<file path="src/sv/spq_pkg.sv">
// Shared types and constants for the sorted priority queue.
package spq_pkg;

  localparam int Depth    = 16;
  localparam int CountW   = $clog2(Depth + 1);
  localparam int CapW     = 5;
  localparam int CmpW     = (CountW > CapW) ? CountW : CapW;
  localparam logic [CapW-1:0] CapReset = CapW'(16);

  typedef enum logic {
    ACT_ENQ = 1'b0,
    ACT_DEQ = 1'b1
  } action_e;

  typedef enum logic [1:0] {
    ST_OK    = 2'd0,
    ST_FULL  = 2'd1,
    ST_EMPTY = 2'd2
  } status_e;

  typedef struct packed {
    logic [7:0] prio;
    logic [7:0] chr;
  } entry_t;

  typedef struct packed {
    action_e    action;
    logic [7:0] entry_priority;
    logic [7:0] entry_char;
  } in_req_t;

  typedef struct packed {
    logic [7:0]        out_priority;
    logic [7:0]        out_char;
    status_e           status;
    logic [CountW-1:0] count;
  } out_rsp_t;

  // broadcast to every cell of the chain
  typedef struct packed {
    logic   ins;
    logic   del;
    entry_t new_entry;
  } cell_ctrl_t;

endpackage

</file>
<file path="src/sv/spq_cell.sv">
// One slot of the sorted chain: holds an entry and shifts with its neighbours.
module spq_cell import spq_pkg::*; (
  input  logic       clk_i,
  input  cell_ctrl_t ctrl_i,
  input  logic       occ_i,
  input  logic       left_gt_i,
  input  entry_t     left_entry_i,
  input  entry_t     right_entry_i,
  output logic       gt_o,
  output entry_t     entry_o
);

  entry_t entry_q, entry_d;

  // strictly greater, so equal priorities keep arrival order
  assign gt_o    = occ_i && (entry_q.prio > ctrl_i.new_entry.prio);
  assign entry_o = entry_q;

  always_comb begin
    entry_d = entry_q;
    if (ctrl_i.ins) begin
      if (left_gt_i) begin
        entry_d = left_entry_i;
      end else if (gt_o || !occ_i) begin
        entry_d = ctrl_i.new_entry;
      end
    end else if (ctrl_i.del) begin
      entry_d = right_entry_i;
    end
  end

  always_ff @(posedge clk_i) begin
    entry_q <= entry_d;
  end

endmodule

</file>
<file path="src/sv/sorted_priority_queue.sv">
// Sorted priority queue: a chain of compare cells with a registered result.
//
// Requests arrive on in_valid_i/in_ready_o carrying an enqueue or a dequeue.
// Every request gives exactly one result on out_valid_o/out_ready_i: the
// dequeued entry (zero otherwise), a status and the entry count afterwards.
// Enqueue into a full queue or dequeue from an empty one is flagged and the
// queue is left as it was.
// The result is registered and valid the cycle after the request is accepted.
// Throughput: one request per cycle; each cell compares its priority with the
// new one, and all cells shift together when the request is accepted.
// If the receiver stalls, the one result register holds and in_ready_o drops
// until it is taken; a new request is accepted in the cycle it drains.
// cfg_we_i writes the capacity (values above the depth act as the depth).
// Reset empties the queue and sets capacity to 16; no clearing pass is needed
// as only slots below the count are ever read.
module sorted_priority_queue import spq_pkg::*; (
  input  logic            clk_i,
  input  logic            rst_ni,
  input  logic            in_valid_i,
  output logic            in_ready_o,
  input  in_req_t         in_req_i,
  output logic            out_valid_o,
  input  logic            out_ready_i,
  output out_rsp_t        out_rsp_o,
  input  logic            cfg_we_i,
  input  logic [CapW-1:0] cfg_wdata_i
);

  logic [CapW-1:0]   cap_q;
  logic [CountW-1:0] count_q, count_d;
  logic              out_valid_q;
  out_rsp_t          rsp_q, rsp_d;
  logic              accept, full, empty;
  cell_ctrl_t        ctrl;
  logic   [Depth-1:0] occ, gt;
  entry_t [Depth-1:0] entries;

  assign accept     = in_valid_i && in_ready_o;
  assign in_ready_o = !out_valid_q || out_ready_i;

  assign full  = (CmpW'(count_q) >= CmpW'(cap_q)) || (count_q == CountW'(Depth));
  assign empty = (count_q == '0);

  always_comb begin
    ctrl.ins       = accept && (in_req_i.action == ACT_ENQ) && !full;
    ctrl.del       = accept && (in_req_i.action == ACT_DEQ) && !empty;
    ctrl.new_entry = '{prio: in_req_i.entry_priority, chr: in_req_i.entry_char};
  end

  always_comb begin
    count_d = count_q;
    if (ctrl.ins) begin
      count_d = count_q + CountW'(1);
    end else if (ctrl.del) begin
      count_d = count_q - CountW'(1);
    end
    rsp_d              = rsp_q;
    rsp_d.out_priority = '0;
    rsp_d.out_char     = '0;
    rsp_d.status       = ST_OK;
    rsp_d.count        = count_d;
    if (in_req_i.action == ACT_ENQ) begin
      if (full) begin
        rsp_d.status = ST_FULL;
      end
    end else if (empty) begin
      rsp_d.status = ST_EMPTY;
    end else begin
      rsp_d.out_priority = entries[0].prio;
      rsp_d.out_char     = entries[0].chr;
    end
  end

  for (genvar i = 0; i < Depth; i++) begin : g_cell
    assign occ[i] = (CountW'(i) < count_q);
    spq_cell u_cell (
      .clk_i         (clk_i),
      .ctrl_i        (ctrl),
      .occ_i         (occ[i]),
      .left_gt_i     ((i == 0) ? 1'b0 : gt[(i == 0) ? 0 : i-1]),
      .left_entry_i  (entries[(i == 0) ? 0 : i-1]),
      .right_entry_i (entries[(i == Depth-1) ? i : i+1]),
      .gt_o          (gt[i]),
      .entry_o       (entries[i])
    );
  end

  always_ff @(posedge clk_i or negedge rst_ni) begin
    if (!rst_ni) begin
      cap_q       <= CapReset;
      count_q     <= '0;
      out_valid_q <= 1'b0;
    end else begin
      if (cfg_we_i) begin
        cap_q <= cfg_wdata_i;
      end
      count_q <= count_d;
      if (accept) begin
        out_valid_q <= 1'b1;
      end else if (out_ready_i) begin
        out_valid_q <= 1'b0;
      end
    end
  end

  always_ff @(posedge clk_i) begin
    if (accept) begin
      rsp_q <= rsp_d;
    end
  end

  assign out_valid_o = out_valid_q;
  assign out_rsp_o   = rsp_q;

  a_count_bound: assert property (@(posedge clk_i) disable iff (!rst_ni)
    count_q <= CountW'(Depth))
    else $error("entry count beyond depth");

  a_deq_empty: assert property (@(posedge clk_i) disable iff (!rst_ni)
    (accept && in_req_i.action == ACT_DEQ && empty) |=>
      (out_valid_q && rsp_q.status == ST_EMPTY && count_q == '0))
    else $error("dequeue from empty not flagged");

  a_enq_grow: assert property (@(posedge clk_i) disable iff (!rst_ni)
    (accept && in_req_i.action == ACT_ENQ && !full) |=>
      (count_q == $past(count_q) + CountW'(1)))
    else $error("enqueue did not grow the queue");

  a_deq_head: assert property (@(posedge clk_i) disable iff (!rst_ni)
    (accept && in_req_i.action == ACT_DEQ && !empty) |=>
      (rsp_q.out_priority == $past(entries[0].prio) && rsp_q.count == count_q))
    else $error("dequeue result is not the head entry");

endmodule

</file>
<file path="config.mk">
export PLATFORM = sky130hd
export DESIGN_NAME = sorted_priority_queue
export DESIGN_NICKNAME = d
export VERILOG_FILES = /design/src/sv/spq_pkg.sv /design/src/sv/spq_cell.sv /design/src/sv/sorted_priority_queue.sv
export SDC_FILE = /design/constraint.sdc
export NUM_CORES = 1
export LEC_CHECK = 0
export ABC_AREA = 1
export BUFFER_PORTS_ARGS = -buffer_cell sky130_fd_sc_hd__buf_4
export CORE_UTILIZATION = 60
export DETAILED_ROUTE_END_ITERATION = 7
export GPL_TIMING_DRIVEN = 1
export HOLD_SLACK_MARGIN = 0.15
export PLACE_DENSITY = 0.77
export REMOVE_ABC_BUFFERS = 1
export SYNTH_ARGS = -nofsm -noshare
export SYNTH_HDL_FRONTEND = slang
export SYNTH_SLANG_ARGS = --single-unit
</file>
<file path="constraint.sdc">
create_clock -name clk_i -period 4.82 [get_ports clk_i]
set_input_delay 0.241 -clock clk_i [delete_from_list [all_inputs] [get_ports clk_i]]
set_output_delay 0.241 -clock clk_i [all_outputs]
set_load 0.05 [all_outputs]
</file>
==> impl_results.md <==
* Status: finished, final reports clean
* Number of I/O pins at 52
* Worst path required time at 5030 ps
* Slew Viols, Final at 0
* Drt pass-1 iters at 5
* Max cap viols at 0
* CP Max Fanout at 81
* Largest net degree at the start of global routing at 154
* Deepest clock path buffer count at 3
* LEAKAGE at 10.49 nW
* Hold Path Class: in2reg
* Die W at 182.8 um
* Initial antenna violation count at 1
* Hpwl dp at 37570 um
* Starting Density at 61.50%
* Antenna-violating nets left at 0
* Row Count at 65
* RSZ-0062 raised after global routing: no
* Total grt overflow at 0
* Final Skew at 26.01 ps
* Syn Area/Cell at 7.858 um^2
* First-pass GRT wire length at 90290 um
* Gr usage total at 33.98%
* PwrDens at 529.6 nW/um^2
* Peak VDD IR at 0.4475 mV
* Vias in the first global route at 17590
* Final Cycle Share at 78.16%
* Yosys warnings at 0
* Synth cell types at 40
* Worst Hold End: g_cell[15].u_cell.entry_o[10]$_DFFE_PP_
* Internal at 6.661 mW
* Gate power share at 40.1%
* Reg power frac at 36.8%
* #FFs+latches synth at 290
* Finished Cell Area at 21560 um^2
* Antenna diodes at 0
* Via Count at 17940
* Final Wtd Congestion at 0.9128
* Reg2reg path depth at 13
* Layout cells sized above 1 at 7.143%
* Setup crit end kind: flop
* Port bufs at 51
* Arr. time, crit path at 3980 ps
* CP Launch Type: flop
* Clk_lat worst skew at 600 ps
* Setup CP Type: reg2reg
* Number of H-tree levels at 1
* Hold_sp: in_req_i[10]
* Area Growth Syn to Fin at 9.994%
* Fill count at 2617
* Switching share of total power at 41.68%
* CTS tree: done
* Hold Path Depth at 3
* Final hold viol count at 0
* Reg2reg end: g_cell[4].u_cell.entry_o[13]$_DFFE_PP_
* Clock transition at path regs at 60 ps
* Post-synthesis sequential area ratio at 44.14%
* R2r setup slk at 1050 ps
* Post-layout minimum cycle time at 3767 ps
* Placed inst area at 20240 um^2
* Core area at 31880 um^2
* CTS buffer count at 31
* Hold_ws at 265.1 ps
* FF-to-FF Start: count_q[0]$_DFF_PN0_
* Sw power at 4.760 mW
* Wire per inst at 18.90 um
* Max Fclk at 0.2654 GHz
* Clock Power Share at 23.1%
* CTS root buffer: clkbuf_16
* DRC viols at 0
* Slew headroom at 31.54%
* Die area at 33400 um^2
* Vias/cell at 6.043
* Cell Area, Synth at 19610 um^2
* Die Y at 182.8 um
* Final wirelength at 56110 um
* Iteration-0 DRC Markers at 2060
* Worst Tran Pin Value at 1026 ps
* Final setup fails at 0
* Post-Syn Instances at 2495
* Clock sinks at 290
* Fin nets at 2673
==> cell usage after synthesis <==
cell type	instances	share of area (%)
a21o_1	14	0.54
a21oi_1	37	0.94
a21oi_4	1	0.083
a31oi_1	2	0.064
and2_1	1	0.032
buf_1	3	0.057
buf_2	65	1.7
buf_4	7	0.27
buf_6	2	0.11
clkbuf_1	55	1.1
clkinv_1	8	0.15
clkinv_2	1	0.026
dfrtp_1	10	1.3
dfstp_2	1	0.13
edfxtp_1	279	43
ha_1	137	8.7
inv_1	306	5.9
inv_2	4	0.077
inv_4	3	0.096
inv_6	1	0.045
mux2_2	1	0.057
nand2_1	912	17
nand2_2	5	0.16
nand2_8	1	0.10
nand3_1	240	6.1
nand3_2	6	0.31
nand3_4	6	0.54
nand4_1	240	7.7
nor2_1	85	1.6
nor2_4	2	0.11
o211ai_1	1	0.038
o21a_1	2	0.077
o21a_2	1	0.045
o21ai_0	41	1.0
o21ai_2	5	0.22
o21ai_4	1	0.083
o21bai_1	1	0.038
or2_2	1	0.032
xnor2_1	2	0.089
xor2_1	5	0.22
==> cells in the final DEF, fill, tap and decap left out, drive strengths merged <==
cell	n
inv	316
nand4	240
nor2	87
bufinv	7
a21o	14
a31oi	2
xnor2	2
o21ai	47
clkbuf	35
mux2	1
edfxtp	279
clkinvlp	2
nand2	918
or2	1
ha	137
o211ai	1
xor2	5
dfrtp	10
dfstp	1
and2	1
o21a	3
a21oi	38
dlygate4sd3	21
buf	92
nand3	252
o21bai	1
clkinv	21
==> worst max-delay path, cell delays in order, from the launching register on <==
cell	delay, ps
dfrtp_1	530
inv_1	250
ha_1	350
inv_1	50
nand2_1	50
nand3_1	60
nand2_1	60
nand2_1	110
nand3_4	340
buf_4	740
nor2_1	110
nand3_1	120
nand2_1	60
inv_1	490
==> metal layers <==
metal  part of all wire, %  wire length, um  GRT usage [%]  up-vias
li1                      -                -              -     8385
met1                    39            22150          43.80     8372
met2                    48            26650          57.25      975
met3                   8.5             4742          4.011      210
met4                   4.6             2566          16.03        0
met5                     0                0              0        -
==> area by class of cell <==
| cell class | count | area [um^2] | share of cell area, % |
|---|---|---|---|
| inverter | 323 | 1230 | 5.704 |
| clock inverter | 23 | 305.3 | 1.416 |
| clock buffer | 35 | 810.8 | 3.760 |
| tap | 435 | 544.3 | 2.524 |
| sequential | 290 | 8655 | 40.13 |
| multi-input combinational | 1750 | 9106 | 42.23 |
| timing repair buffer | 113 | 913.4 | 4.236 |
==> sequential cells by signal, indices dropped and copies added (netlist names) <==
| name | count |
|---|---|
| count_q | 5 |
| out_valid_o | 1 |
| cap_q | 5 |
| g_cell.u_cell.entry_o | 256 |
| out_rsp_o | 23 |
==> cell families after synthesis <==
logic type               synth area share (%)
multiplexers                          0.05743
buffers and inverters                   9.407
XOR/XNOR                               0.3127
flip-flops                              44.14
AND/OR/NAND/NOR                         34.16
adder cells (fa/ha/maj)                 8.743
AO/OA/AOI/OAI                           3.178
==> worst max-delay path by stage <==
stage               slack, ps               startpoint                                     end  depth (start not counted)
finish                   1050     count_q[0]$_DFF_PN0_  g_cell[4].u_cell.entry_o[13]$_DFFE_PP_                         13
global route              900     count_q[0]$_DFF_PN0_  g_cell[4].u_cell.entry_o[13]$_DFFE_PP_                         13
detailed placement       1110             in_req_i[11]   g_cell[1].u_cell.entry_o[2]$_DFFE_PP_                         11
floorplan               -1710  out_valid_o$_DFFE_PN0P_   g_cell[2].u_cell.entry_o[0]$_DFFE_PP_                          8
global placement         1300             in_req_i[11]  g_cell[7].u_cell.entry_o[12]$_DFFE_PP_                         14
CTS                      1230     count_q[0]$_DFF_PN0_  g_cell[4].u_cell.entry_o[13]$_DFFE_PP_                         13
==> power groups by stage <==
stage          sequential, mW  clock, mW  combinational, mW
2_1_floorplan            4.15          0               3.15
3_3_place_gp             4.22          0               4.25
3_5_place_dp             4.23          0               4.43
4_1_cts                  4.19       2.64               4.48
5_1_grt                  4.26       2.74               5.10
6_report                 4.21       2.64               4.57
==> metrics by stage <==
step / total power [mW] / TNS (ps) / instances / setup slack (ps) / utilization (%)
final: 11.42 / 0 / 2969 / 1053 / 67.64
after global routing: 12.10 / 0 / 2969 / 903.4 / 67.64
after CTS: 11.31 / 0 / 2969 / 1227 / 67.64
after detailed placement: 8.661 / 0 / 2890 / 1110 / 63.48
after global placement: 8.466 / 0 / 2890 / 1295 / 63.48
after floorplan: 7.302 / -429830 / 2363 / -1707 / -
==> timing repair <==
item                                   in CTS  in global routing
endpoints found under the hold margin      19                  0
buffers inserted                            0                  0
hold buffers                               21                  0
setup endpoints to repair                   0                  0
gates resized for setup                     0                  0
Power figures use the tool's default switching activity.
